==> config.mk <==
export PLATFORM = sky130hd
export DESIGN_NAME = cron_field_next_match_top
export DESIGN_NICKNAME = d
export VERILOG_FILES = /design/src/design/cfnm_pkg.sv /design/src/design/cron_field_next_match_top.sv /design/src/design/cfnm_prep.sv /design/src/design/cfnm_cell.sv /design/src/design/cfnm_finish.sv
export SDC_FILE = /design/constraint.sdc
export NUM_CORES = 1
export LEC_CHECK = 0
export ABC_AREA = 1
export BUFFER_PORTS_ARGS = -buffer_cell sky130_fd_sc_hd__clkbuf_2
export CAP_MARGIN = 15
export CORE_UTILIZATION = 30
export CTS_CLUSTER_SIZE = 8
export DETAILED_ROUTE_END_ITERATION = 6
export RECOVER_POWER = 25
export SETUP_SLACK_MARGIN = 0.1
export SYNTH_ARGS = -nofsm -noshare
export SYNTH_HDL_FRONTEND = slang
export SYNTH_HIERARCHICAL = 1
export SYNTH_SLANG_ARGS = --single-unit
==> constraint.sdc <==
create_clock -name clk -period 10.2 [get_ports clk]
set_input_delay 0.51 -clock clk [delete_from_list [all_inputs] [get_ports clk]]
set_output_delay 0.51 -clock clk [all_outputs]
set_load 0.01 [all_outputs]
==> src/design/cfnm_pkg.sv <==
// ----------------------------------------------------------------------------
// cfnm_pkg: shared definitions for the cron field next-match block
// Value width, register indexes, the configuration group and the word that
// travels down the chain of search cells.
// ----------------------------------------------------------------------------
package cfnm_pkg;

  // Width of a field value and the number of values it can take.
  localparam int VALUE_BITS = 6;
  localparam int NVALS      = 1 << VALUE_BITS;
  localparam int HALF       = NVALS / 2;

  // Fixed widths of the ports and configuration registers.
  localparam int FIELD_W   = 6;
  localparam int CFG_W     = 6;
  localparam int MASK_W    = 64;
  localparam int REG_IDX_W = 2;

  // Configuration register indexes.
  localparam logic [REG_IDX_W-1:0] REG_ALLOWED_MASK = 2'd0;
  localparam logic [REG_IDX_W-1:0] REG_RANGE_START  = 2'd1;
  localparam logic [REG_IDX_W-1:0] REG_RANGE_END    = 2'd2;
  localparam logic [REG_IDX_W-1:0] REG_STEP_PERIOD  = 2'd3;

  // Configuration seen by the datapath; period already has zero mapped to one.
  typedef struct packed {
    logic [MASK_W-1:0] allowed_mask;
    logic [CFG_W-1:0]  range_start;
    logic [CFG_W-1:0]  range_end;
    logic [CFG_W-1:0]  period;
  } cfnm_cfg_t;

  // Word handed from cell to cell.
  typedef struct packed {
    logic                  list_mode;  // mask has any set bit
    logic                  list_wrap;  // no listed value at or above the probe
    logic                  below;      // probe below range start
    logic [VALUE_BITS-1:0] probe;
    logic [NVALS-1:0]      vec;        // search vector, bits stretched per level
    logic [VALUE_BITS-1:0] idx;        // lowest set bit index, built MSB first
    logic [VALUE_BITS-1:0] dvd;        // dividend bits still to shift in
    logic [CFG_W-1:0]      rem;        // partial remainder of the range offset
  } cfnm_word_t;

endpackage

==> src/design/cron_field_next_match_top.sv <==
// ----------------------------------------------------------------------------
// cron_field_next_match_top: next allowed value of one cron field
// Usage:
//   The input channel (in_valid/in_ready) takes one probe value per word.
//   The output channel (out_valid/out_ready) returns one word per probe: the
//   first allowed value at or after the probe and a wrap flag.
//   The configuration channel (cfg_valid/cfg_ready, always ready) writes the
//   allowed-value mask, range start, range end and step period by index.
//   The user must change configuration only while no probe is in flight;
//   the block itself does not enforce this.
// Timing:
//   A probe passes an entry stage, VALUE_BITS search cells and an output
//   register; the entry stage loads at the accepting edge. One probe is
//   accepted every cycle while the output is not stalled.
//   Each cell of the chain settles one index bit and one remainder bit.
// Reset and stall:
//   Reset empties the chain and loads the register defaults (empty mask,
//   range 0 to 63, period 1). While out_valid is high and out_ready low the
//   whole chain holds and in_ready is low; words in flight are kept.
// ----------------------------------------------------------------------------
module cron_field_next_match_top (
  input  logic                             clk,
  input  logic                             rst_n,
  input  logic                             in_valid,
  output logic                             in_ready,
  input  logic [cfnm_pkg::FIELD_W-1:0]     in_probe_value,
  output logic                             out_valid,
  input  logic                             out_ready,
  output logic [cfnm_pkg::FIELD_W-1:0]     out_match_value,
  output logic                             out_wrapped,
  input  logic                             cfg_valid,
  output logic                             cfg_ready,
  input  logic [cfnm_pkg::REG_IDX_W-1:0]   cfg_index,
  input  logic [cfnm_pkg::MASK_W-1:0]      cfg_data
);
  import cfnm_pkg::*;

  logic [MASK_W-1:0]  allowed_mask_r;
  logic [CFG_W-1:0]   range_start_r;
  logic [CFG_W-1:0]   range_end_r;
  logic [CFG_W-1:0]   step_period_r;
  cfnm_cfg_t          cfg;
  logic               en;
  logic [VALUE_BITS:0] stage_vld;
  cfnm_word_t         stage_word [0:VALUE_BITS];

  // Configuration registers.
  assign cfg_ready = 1'b1;

  always_ff @(posedge clk) begin
    if (!rst_n) begin
      allowed_mask_r <= '0;
      range_start_r  <= '0;
      range_end_r    <= '1;
      step_period_r  <= CFG_W'(1);
    end else if (cfg_valid && cfg_ready) begin
      case (cfg_index)
        REG_ALLOWED_MASK: allowed_mask_r <= cfg_data;
        REG_RANGE_START:  range_start_r  <= cfg_data[CFG_W-1:0];
        REG_RANGE_END:    range_end_r    <= cfg_data[CFG_W-1:0];
        REG_STEP_PERIOD:  step_period_r  <= cfg_data[CFG_W-1:0];
        default: begin
        end
      endcase
    end
  end

  // A zero period steps like a period of one.
  always_comb begin
    cfg.allowed_mask = allowed_mask_r;
    cfg.range_start  = range_start_r;
    cfg.range_end    = range_end_r;
    cfg.period       = (step_period_r == '0) ? CFG_W'(1) : step_period_r;
  end

  // The whole chain advances unless a finished word is waiting.
  assign en       = !out_valid || out_ready;
  assign in_ready = en;

  cfnm_prep u_prep (
    .clk      (clk),
    .rst_n    (rst_n),
    .en       (en),
    .in_vld   (in_valid),
    .in_probe (in_probe_value),
    .cfg      (cfg),
    .out_vld  (stage_vld[0]),
    .out_word (stage_word[0])
  );

  // One cell per index bit.
  for (genvar k = 0; k < VALUE_BITS; k++) begin : g_cell
    cfnm_cell u_cell (
      .clk      (clk),
      .rst_n    (rst_n),
      .en       (en),
      .period   (cfg.period),
      .in_vld   (stage_vld[k]),
      .in_word  (stage_word[k]),
      .out_vld  (stage_vld[k+1]),
      .out_word (stage_word[k+1])
    );
  end

  cfnm_finish u_finish (
    .clk             (clk),
    .rst_n           (rst_n),
    .en              (en),
    .cfg             (cfg),
    .in_vld          (stage_vld[VALUE_BITS]),
    .in_word         (stage_word[VALUE_BITS]),
    .out_valid       (out_valid),
    .out_match_value (out_match_value),
    .out_wrapped     (out_wrapped)
  );

  // Reset empties every stage of the chain and the output register.
  a_reset_empty: assert property (@(posedge clk)
    !rst_n |=> (stage_vld == '0) && !out_valid)
    else $error("chain not empty after reset");

  // An accepted word enters the first stage.
  a_accept_enters: assert property (@(posedge clk) disable iff (!rst_n)
    (in_valid && in_ready) |=> stage_vld[0])
    else $error("accepted word did not enter the chain");

  // When the chain moves, every valid bit moves one stage along.
  a_chain_shift: assert property (@(posedge clk) disable iff (!rst_n)
    en |=> (stage_vld[VALUE_BITS:1] == $past(stage_vld[VALUE_BITS-1:0])) &&
           (out_valid == $past(stage_vld[VALUE_BITS])))
    else $error("chain valid bits did not advance");

  // When the chain is stalled, no stage gains or loses a word.
  a_chain_hold: assert property (@(posedge clk) disable iff (!rst_n)
    !en |=> $stable(stage_vld) && out_valid)
    else $error("chain changed while stalled");

endmodule

==> src/design/cfnm_prep.sv <==
// ----------------------------------------------------------------------------
// cfnm_prep: entry stage of the search chain
// Masks the probe to the value range, clears mask bits below the probe, picks
// the wrap vector and forms the range offset for the remainder cells.
// ----------------------------------------------------------------------------
module cfnm_prep (
  input  logic                            clk,
  input  logic                            rst_n,
  input  logic                            en,
  input  logic                            in_vld,
  input  logic [cfnm_pkg::FIELD_W-1:0]    in_probe,
  input  cfnm_pkg::cfnm_cfg_t             cfg,
  output logic                            out_vld,
  output cfnm_pkg::cfnm_word_t            out_word
);
  import cfnm_pkg::*;

  logic [VALUE_BITS-1:0] probe;
  logic [VALUE_BITS-1:0] start;
  logic [NVALS-1:0]      mask;
  logic [NVALS-1:0]      above;
  logic                  has_above;
  cfnm_word_t            word_nxt;
  cfnm_word_t            word_r;
  logic                  vld_r;

  // Listed values at or above the probe, falling back to the whole list.
  always_comb begin
    probe     = in_probe[VALUE_BITS-1:0];
    start     = cfg.range_start[VALUE_BITS-1:0];
    mask      = cfg.allowed_mask[NVALS-1:0];
    above     = mask & ({NVALS{1'b1}} << probe);
    has_above = |above;

    word_nxt           = '0;
    word_nxt.list_mode = |mask;
    word_nxt.list_wrap = ~has_above;
    word_nxt.below     = probe < start;
    word_nxt.probe     = probe;
    word_nxt.vec       = has_above ? above : mask;
    word_nxt.dvd       = probe - start;
    word_nxt.rem       = '0;
  end

  // Stage register.
  always_ff @(posedge clk) begin
    if (!rst_n) begin
      vld_r <= 1'b0;
    end else if (en) begin
      vld_r <= in_vld;
    end
  end

  always_ff @(posedge clk) begin
    if (en) begin
      word_r <= word_nxt;
    end
  end

  assign out_vld  = vld_r;
  assign out_word = word_r;

endmodule

==> src/design/cfnm_cell.sv <==
// ----------------------------------------------------------------------------
// cfnm_cell: one level of the search chain
// Settles one index bit of the lowest set bit by testing the low half of the
// search vector, and performs one restoring step of the range remainder.
// ----------------------------------------------------------------------------
module cfnm_cell (
  input  logic                            clk,
  input  logic                            rst_n,
  input  logic                            en,
  input  logic [cfnm_pkg::CFG_W-1:0]      period,
  input  logic                            in_vld,
  input  cfnm_pkg::cfnm_word_t            in_word,
  output logic                            out_vld,
  output cfnm_pkg::cfnm_word_t            out_word
);
  import cfnm_pkg::*;

  logic                 lo_zero;
  logic [HALF-1:0]      half;
  logic [NVALS-1:0]     stretched;
  logic [CFG_W:0]       rsh;
  cfnm_word_t           word_nxt;
  cfnm_word_t           word_r;
  logic                 vld_r;

  always_comb begin
    // Keep the half holding the lowest set bit, then double every bit so the
    // next level again tests the low half of a full-width vector.
    lo_zero = ~|in_word.vec[HALF-1:0];
    half    = lo_zero ? in_word.vec[NVALS-1:HALF] : in_word.vec[HALF-1:0];
    for (int i = 0; i < HALF; i++) begin
      stretched[2*i]   = half[i];
      stretched[2*i+1] = half[i];
    end

    // One restoring division step on the next dividend bit.
    rsh = {in_word.rem, in_word.dvd[VALUE_BITS-1]};

    word_nxt     = in_word;
    word_nxt.vec = stretched;
    word_nxt.idx = {in_word.idx[VALUE_BITS-2:0], lo_zero};
    word_nxt.dvd = in_word.dvd << 1;
    if (rsh >= {1'b0, period}) begin
      word_nxt.rem = CFG_W'(rsh - {1'b0, period});
    end else begin
      word_nxt.rem = rsh[CFG_W-1:0];
    end
  end

  // Stage register.
  always_ff @(posedge clk) begin
    if (!rst_n) begin
      vld_r <= 1'b0;
    end else if (en) begin
      vld_r <= in_vld;
    end
  end

  always_ff @(posedge clk) begin
    if (en) begin
      word_r <= word_nxt;
    end
  end

  assign out_vld  = vld_r;
  assign out_word = word_r;

endmodule

==> src/design/cfnm_finish.sv <==
// ----------------------------------------------------------------------------
// cfnm_finish: result stage of the search chain
// Rounds the probe up to the next step in range mode, checks it against the
// range end, selects the list or range answer and holds it for the receiver.
// ----------------------------------------------------------------------------
module cfnm_finish (
  input  logic                            clk,
  input  logic                            rst_n,
  input  logic                            en,
  input  cfnm_pkg::cfnm_cfg_t             cfg,
  input  logic                            in_vld,
  input  cfnm_pkg::cfnm_word_t            in_word,
  output logic                            out_valid,
  output logic [cfnm_pkg::FIELD_W-1:0]    out_match_value,
  output logic                            out_wrapped
);
  import cfnm_pkg::*;

  logic [CFG_W:0]       gap;
  logic [CFG_W:0]       next_val;
  logic [CFG_W:0]       end_ext;
  logic [FIELD_W-1:0]   start_val;
  logic [FIELD_W-1:0]   match_nxt;
  logic                 wrap_nxt;
  logic                 valid_r;
  logic [FIELD_W-1:0]   match_r;
  logic                 wrap_r;

  always_comb begin
    // Distance to the next step is period minus remainder, none on a step.
    gap       = {1'b0, cfg.period} - {1'b0, in_word.rem};
    next_val  = (in_word.rem == '0) ? (CFG_W+1)'(in_word.probe)
                                    : (CFG_W+1)'(in_word.probe) + gap;
    end_ext   = (CFG_W+1)'(cfg.range_end[VALUE_BITS-1:0]);
    start_val = FIELD_W'(cfg.range_start[VALUE_BITS-1:0]);

    if (in_word.list_mode) begin
      match_nxt = FIELD_W'(in_word.idx);
      wrap_nxt  = in_word.list_wrap;
    end else if (in_word.below) begin
      match_nxt = start_val;
      wrap_nxt  = 1'b0;
    end else if (next_val > end_ext) begin
      match_nxt = start_val;
      wrap_nxt  = 1'b1;
    end else begin
      match_nxt = next_val[FIELD_W-1:0];
      wrap_nxt  = 1'b0;
    end
  end

  // Output register, held while the receiver stalls.
  always_ff @(posedge clk) begin
    if (!rst_n) begin
      valid_r <= 1'b0;
    end else if (en) begin
      valid_r <= in_vld;
    end
  end

  always_ff @(posedge clk) begin
    if (en) begin
      match_r <= match_nxt;
      wrap_r  <= wrap_nxt;
    end
  end

  assign out_valid       = valid_r;
  assign out_match_value = match_r;
  assign out_wrapped     = wrap_r;

endmodule
==> results of run 1 <==
## state kept, by name, summed over array words and instances, names as in the netlist
name	flops
g_cell.u_cell/out_vld	6
g_cell.u_cell/out_word	255
u_prep/out_vld	1
range_end_r	6
u_finish/out_wrapped	1
step_period_r	6
range_start_r	6
u_finish/out_match_value	6
allowed_mask_r	64
u_prep/out_word	78
u_finish/out_valid	1
## power groups by stage
stage                     Combinational, mW  Sequential (mW)  Clock, mW
after floorplan                        1.57             2.37          0
after global placement                 1.63             2.43          0
after detailed placement               1.65             2.44          0
after CTS                              1.66             2.40       1.86
after global routing                   1.90             2.44       1.93
final                                  1.63             2.40       1.81
## area by class of cell
type | instances | area [um^2] | share of cell area [%]
well taps | 1030 | 1290 | 5.13
clock inverters | 2 | 25.0 | 0.0995
multi-input cells | 1612 | 7890 | 31.4
flip-flops and latches | 430 | 12000 | 47.8
clock buffers | 109 | 1700 | 6.74
inverters | 462 | 1730 | 6.90
repair buffers | 95 | 495 | 1.97
## metal layers
layer	global-route usage (%)	wire length [um]	vias to the layer above
met5	0	13	-
met4	4.37	1180	2
met3	1.87	2300	73
met2	21.0	22700	352
met1	16.5	22500	7142
li1	-	-	8367
## through the flow
| step | cells | util, % | power (mW) | hold WS [ns] |
|---|---|---|---|---|
| final | 3740 | 32.9 | 5.84 | 0.138 |
| after global placement | 3629 | 30.7 | 4.06 | 0.400 |
| after floorplan | 2727 | - | 3.94 | 0.400 |
| after CTS | 3740 | 33.0 | 5.93 | 0.109 |
| after global routing | 3740 | 32.9 | 6.27 | 0.143 |
| after detailed placement | 3629 | 30.7 | 4.09 | 0.405 |
## final timing paths
path,startpoint,to,slack (ns)
setup reg to reg,u_finish/out_valid,g_cell[3].u_cell/out_word[49],6.26
hold / removal,in_valid,u_prep/out_vld,0.14
setup / recovery,u_finish/out_valid,g_cell[3].u_cell/out_word[49],6.26
hold reg to reg,g_cell[4].u_cell/out_word[15],g_cell[5].u_cell/out_word[16],0.41
## worst reg2reg max path, stage by stage (launching register included)
cell	delay, ns
dfxtp_1	0.32
nand2_1	1.37
buf_12	0.67
buf_4	1.14
==> results.cfg, run 1 <==
[global_routing]
grt_pass1_vias = 15000
grt-ovfl-total = 0
antenna_found_initial = 2
grt_usage_pct = 12.6
grt_max_degree = 172
grt_pass1_wl_mm = 78.9

[die]
die_w_um = 280
io_pins = 87
die_h_um = 280
fp-row-count = 101
core_um2 = 76300
die_area_um2 = 78600
start_util_pct = 30.5

[placement]
place_congestion = 0.893
place_hpwl_mm = 34.7
place_area_um2 = 23500
dp_slack_ns = 6.24
port_buffers = 85

[setup_path]
rr_worst_depth = 3
crit_buf_inv = 2
cp_slowest_cell = nand2_1
critPathKind = reg2reg
max_stage_delay_ns = 1.37
path_cells = nand2_1 -> buf_12 -> buf_4
crit_path_max_fanout = 171
cp.arrival_ns = 4.15
critPathRequiredTime_ns = 10.41
endpoint_kind = flip-flop
cpLargestDelayFamily = buffers and inverters
critPathLaunchType = flip-flop
cp_num_cells = 3

[min_path]
hold_depth = 3
hold_path_class = in2reg

[cells_and_area]
final_cell_mix = 732 x nand2_1, 460 x inv_1, 340 x edfxtp_1, 270 x nor2_1, 248 x nand3_1
nFillCells = 8006
n_antenna_cell = 0
final_common_cell = nand2_1
syn_to_final_growth_pct = 8.14
drive_above_1_share_pct = 8.04
layout.nets = 2811
finalInstanceArea_um2 = 25100

[sta]
finalHoldViolations = 0
setup_viol = 0
skew_ns = 0.0212
slew_headroom_pct = -146
fin_crit_sh_pct = 38.6
worstMarginPinSlew_ns = 3.68
worst_slack_ns = 6.26
maxSlewViolCount = 180
fin_crit_ns = 3.94
fmax_mhz = 254
setup-tns-final_ns = 0
rsz0062_at_grt = false

[job]
cap_viol_max_count = 4

[clock_network]
cts_resized = 0
clk_latency_ns = 0.61
cts_inserted_buffers = 59
path_clk_slew_ns = 0.05
post-cts-setup-buffer-count = 0
cts_root_buf = clkbuf_16
tritoncts = built
clkSinkCount = 430
hold_buffers = 0
cts_max_path_buffers = 3
cts_htree_levels = 2

[drt]
drt_wl_total_mm = 48.7
first_iter_violations = 1025
drtAntennaViolNets = 0
drc_errors = 0
vias_per_cell = 4.26
vias = 15900
dr.pass1.iters = 6
wire_per_inst_um = 13.0

[pwr]
seq_power_share_pct = 41.1
cellLeakagePower_nw = 11.8
p_int_mw = 3.94
comb_power_share_pct = 27.9
clkPwrFrac_pct = 31.0
vdd_drop_max_mv = 0.132
power_density_nw_per_um2 = 232
switching_share_pct = 32.5
switchingPower_mw = 1.90

[yosys]
synthCells = 2722
synth_area_um2 = 23200
avgSynthCellArea_um2 = 8.54
yosys_warnings = 6

[outcome]
violations = capacitance limit, slew limit
status = finished, violations left
(Power assumes the default switching activity.)
==> run 2, diff against run 1 <==
clock period = 3.8 ns   (was 10.2 ns; I/O delays follow)
==> results.cfg, run 2 (synthesized netlist as in run 1, its figures left out) <==
[outcome]
status = finished, violations left
violations = capacitance limit, slew limit

[setup_path]
cp.arrival_ns = 3.71
critPathLaunchType = flip-flop
critPathKind = reg2reg
endpoint_kind = flip-flop
critPathRequiredTime_ns = 4.15
crit_path_max_fanout = 8

[pwr]
power_density_nw_per_um2 = 609
clkPwrFrac_pct = 30.6
cellLeakagePower_nw = 12.2
switching_share_pct = 32.6
p_int_mw = 10.7
seq_power_share_pct = 40.7
power_mw = 15.8
vdd_drop_max_mv = 0.341
switchingPower_mw = 5.15
comb_power_share_pct = 28.7

[clock_network]
tritoncts = built
cts_htree_levels = 2
clk_latency_ns = 0.60
cts_root_buf = clkbuf_16
clkSinkCount = 430
cts_max_path_buffers = 3
cts_inserted_buffers = 60
path_clk_slew_ns = 0.05
post-cts-setup-buffer-count = 0

[drt]
dr.pass1.iters = 5
drt_wl_total_mm = 49.7
drtAntennaViolNets = 0
wire_per_inst_um = 13.0
first_iter_violations = 1052
vias_per_cell = 4.26
drc_errors = 0
vias = 16200

[placement]
place_inst = 3642
port_buffers = 85
place_congestion = 0.914
dp_slack_ns = 0.401
place_hpwl_mm = 36.0

[die]
start_util_pct = 30.5
die_w_um = 280
fp-row-count = 101
die_area_um2 = 78600
io_pins = 87
die_h_um = 280
core_um2 = 76300

[sta]
maxSlewViolCount = 194
setup_viol = 0
slew_headroom_pct = -69.1
fmax_mhz = 297
fin_crit_ns = 3.36
worst_slack_ns = 0.436
setup-tns-final_ns = 0
finalHoldViolations = 0
rsz0062_at_grt = false
worstMarginPinSlew_ns = 2.53
fin_crit_sh_pct = 88.5
skew_ns = 0.0365

[cells_and_area]
drive_above_1_share_pct = 8.26
final_cell_mix = 731 x nand2_1, 460 x inv_1, 340 x edfxtp_1, 269 x nor2_1, 248 x nand3_1
n_antenna_cell = 0
final_common_cell = nand2_1
largest_reg_flops = 255
stdcell_count = 3813
syn_to_final_growth_pct = 11.7
layout.nets = 2894
nFillCells = 7878
fin_util_pct = 34.0

[job]
cap_viol_max_count = 3

[global_routing]
grt_pass1_vias = 15300
grt_pass1_wl_mm = 79.9
grt_usage_pct = 12.7
grt-ovfl-total = 0
grt_max_degree = 110
antenna_found_initial = 0

[min_path]
hold_path_class = in2reg
run 2: changes by cell type in the layout (fill, tap and decap cells not counted), moves of 2 or more:
cell	previous run	this run
clkbuf_2	73	70
dlygate4sd3_1	0	69
dfxtp_1	90	88
buf_12	1	5
dfxtp_2	0	2
buf_4	8	15
clkbuf_1	60	56
run 2: layout make-up:
class	count	area, um^2	share of cell area [%]
inverter	462	1730	6.68
tap	1030	1290	4.96
clock buffer	100	1680	6.48
timing repair buffer	177	1320	5.09
multi-input combinational	1612	7900	30.4
sequential	430	12000	46.3
clock inverter	2	25.0	0.0964
run 2: path summary, 6_finish.rpt:
path	startpoint	cells past startpoint	slack, ns	end
min reg2reg	g_cell[2].u_cell/out_word[12]	0	0.40	g_cell[3].u_cell/out_word[13]
min	cfg_data[56]	5	0.04	allowed_mask_r[56]
max reg2reg	step_period_r[3]	23	0.44	u_finish/out_match_value[3]
max	step_period_r[3]	23	0.44	u_finish/out_match_value[3]
run 2: what timing repair did:
item | in CTS | in global routing
hold buffers | 69 | 0
resized for setup | 0 | 2
setup endpoints to repair | 0 | 2
endpoints found under the hold margin | 79 | 0
run 2: critical path: stages, from the launching register on:
cell and delay (ns):
dfxtp_1 0.50, inv_1 0.10, nand3_1 0.10, o21bai_1 0.08
ha_1 0.26, fa_1 0.46, nand2_2 0.10, nand2_2 0.07
nand2_1 0.06, nand2_1 0.04, nand2_1 0.05, nand2_1 0.04
nand2_1 0.09, inv_1 0.05, ha_1 0.28, a21o_1 0.18
a21oi_1 0.12, nand2_1 0.10, nand2_4 0.12, nand2_4 0.07
nor2_4 0.08, nand2_1 0.05, nand3_1 0.06, nand2_1 0.06
run 2: power groups by stage:
stage | registers, mW | logic [mW] | clock network, mW
6_report | 6.43 | 4.54 | 4.83
5_1_grt | 6.52 | 5.26 | 5.17
4_1_cts | 6.43 | 4.59 | 4.97
2_1_floorplan | 6.36 | 4.23 | 0
3_3_place_gp | 6.50 | 4.45 | 0
3_5_place_dp | 6.52 | 4.51 | 0
run 2: metrics by stage:
step | instance area [um^2] | hold slack (ns)
6_report | 26000 | 0.0386
5_1_grt | 26000 | 0.0570
4_1_cts | 26000 | 0.00905
3_5_place_dp | 23600 | 0.405
3_3_place_gp | 23600 | 0.400
2_1_floorplan | 23300 | 0.289
run 2: metal layers:
metal,up-vias,wire (um),track usage [%]
met2,407,22700,20.8
met3,93,2380,1.98
met1,7203,23000,17.1
li1,8529,-,-
met5,-,0,0
met4,0,1490,4.53
==> run 3, diff against run 2 <==
CELL_PAD_IN_SITES_DETAIL_PLACEMENT = 0   (was default)
CELL_PAD_IN_SITES_GLOBAL_PLACEMENT = 2   (was default)
PLACE_DENSITY_LB_ADDON = 0.1   (was default)
==> results.cfg, run 3 (synthesized netlist as in run 1, its figures left out) <==
[sta]
skew_ns = 0.0179
maxSlewViolCount = 227
setup-tns-final_ns = 0
setup_viol = 0
fin_crit_ns = 3.33
fmax_mhz = 300
rsz0062_at_grt = false
worst_slack_ns = 0.466
fin_hold_ws_ns = 0.0538
slew_headroom_pct = -69.7
finalHoldViolations = 0
fin_crit_sh_pct = 87.7
worstMarginPinSlew_ns = 2.55

[clock_network]
cts_htree_levels = 2
cts_inserted_buffers = 60
tritoncts = built
clk_latency_ns = 0.63
clkSinkCount = 430
cts_max_path_buffers = 3
path_clk_slew_ns = 0.06
cts_root_buf = clkbuf_16

[global_routing]
grt-ovfl-total = 0
grt_usage_pct = 15.7
grt_max_degree = 125
grt_pass1_vias = 16100
grt_pass1_wl_mm = 94.5
antenna_found_initial = 0

[placement]
place_hpwl_mm = 44.9
port_buffers = 85
dp_slack_ns = 0.319
place_congestion = 0.893

[min_path]
hold_depth = 3
hold_path_class = in2reg
hp-start = cfg_index[1]
hold_end = range_end_r[4]

[drt]
wire_per_inst_um = 15.8
drc_errors = 0
first_iter_violations = 917
drt_wl_total_mm = 60.4
vias = 16200
vias_per_cell = 4.25
dr.pass1.iters = 5
drtAntennaViolNets = 0

[setup_path]
cp_slowest_cell = fa_1
worst_path_most_repeated_cell = nand2_1
cp.arrival_ns = 3.70
rrSetupSlack_ns = 0.47
endpoint_kind = flip-flop
reg2reg_from = g_cell[5].u_cell/out_word[0]
crit_path_max_fanout = 6
critPathLaunchType = flip-flop
max_stage_delay_ns = 0.47
rr_worst_depth = 22
critPathRequiredTime_ns = 4.17
r2r_end = u_finish/out_match_value[5]
critPathKind = reg2reg
path_cells = ha_1 -> inv_1 -> ha_1 -> fa_1 -> nand2_2 -> nand2_2 -> nand2_1 -> nand2_1 -> nand2_1 -> nand2_1 -> nand2_1 -> inv_1 -> ha_1 -> a21o_1 -> a21oi_1 -> nand2_1 -> nand2_4 -> nand2_4 -> nor2_4 -> nand2_1 -> nand3_1 -> nand2_1

[job]
cap_viol_max_count = 2

[outcome]
violations = capacitance limit, slew limit
status = finished, violations left

[cells_and_area]
syn_to_final_growth_pct = 12.1
fin_util_pct = 34.1
layout.nets = 2898
final_common_cell = nand2_1
n_antenna_cell = 0
final_cell_mix = 731 x nand2_1, 460 x inv_1, 340 x edfxtp_1, 268 x nor2_1, 248 x nand3_1
largest_reg_flops = 255
drive_above_1_share_pct = 8.58

[die]
start_util_pct = 30.5
core_um2 = 76300
fp-row-count = 101
die_h_um = 280
io_pins = 87
die_w_um = 280
die_area_um2 = 78600

[pwr]
power_density_nw_per_um2 = 622
cellLeakagePower_nw = 12.2
power_mw = 16.2
vdd_drop_max_mv = 0.292
## run 3: cell count changes in the layout (fill, tap and decap cells not counted), sizes merged
| cell | delta |
|---|---|
| bufinv | +1 |
| inv | -1 |
| buf | +7 |
| clkbuf | -6 |
| clkinv | +2 |
## run 3: final cells by class
class / count / area, um^2
Timing Repair Buffer: 181 / 1360
Inverter: 462 / 1730
Tap cell: 1030 / 1290
Sequential cell: 430 / 12000
Multi-Input combinational cell: 1612 / 7910
Clock inverter: 4 / 80.1
Fill cell: 7974 / 50300
Clock buffer: 97 / 1670
## run 3: repair_timing
action                                  CTS  global route
gates resized for setup                   0             1
endpoints found under the setup margin    0             5
buffers inserted                          0             0
endpoints found under the hold margin    83             0
hold buffers                             69             0
## run 3: per-layer routing
layer  GRT usage (%)  vias up  routed length (um)
met2            26.7      188               28900
met1            20.4     7426               28300
li1                -     8531                   -
met5               0        -                   0
met4            5.21        0                1730
met3            2.10       86                1560
## run 3: worst max-delay path by stage
stage / from / to / slack [ns]
floorplan: step_period_r[1] / u_finish/out_match_value[3] / 0.29
global placement: step_period_r[2] / u_finish/out_match_value[3] / 0.36
detailed placement: step_period_r[2] / u_finish/out_match_value[5] / 0.32
CTS: step_period_r[2] / u_finish/out_match_value[5] / 0.31
global route: g_cell[5].u_cell/out_word[4] / u_finish/out_match_value[3] / 0.12
finish: g_cell[5].u_cell/out_word[0] / u_finish/out_match_value[5] / 0.47
## run 3: worst max-delay path: cells and delay by family (launching register included)
kind / cells / cell delay, ns
adder cells (fa/ha/maj): 4 / 1.27
flip-flops: 1 / 0.39
buffers and inverters: 2 / 0.10
AND/OR/NAND/NOR: 14 / 1.01
AO/OA/AOI/OAI: 2 / 0.30
## run 3: metrics by stage
| stage | instances | cell area [um^2] |
|---|---|---|
| 2_1_floorplan | 2727 | 23300 |
| 3_3_place_gp | 3646 | 23700 |
| 3_5_place_dp | 3646 | 23700 |
| 4_1_cts | 3816 | 26100 |
| 5_1_grt | 3816 | 26100 |
| 6_report | 3816 | 26100 |
## run 3: power breakdown
part / internal (mW) / switching, mW
clock network: 3.03 / 2.03
logic: 1.68 / 3.02
registers: 6.02 / 0.424
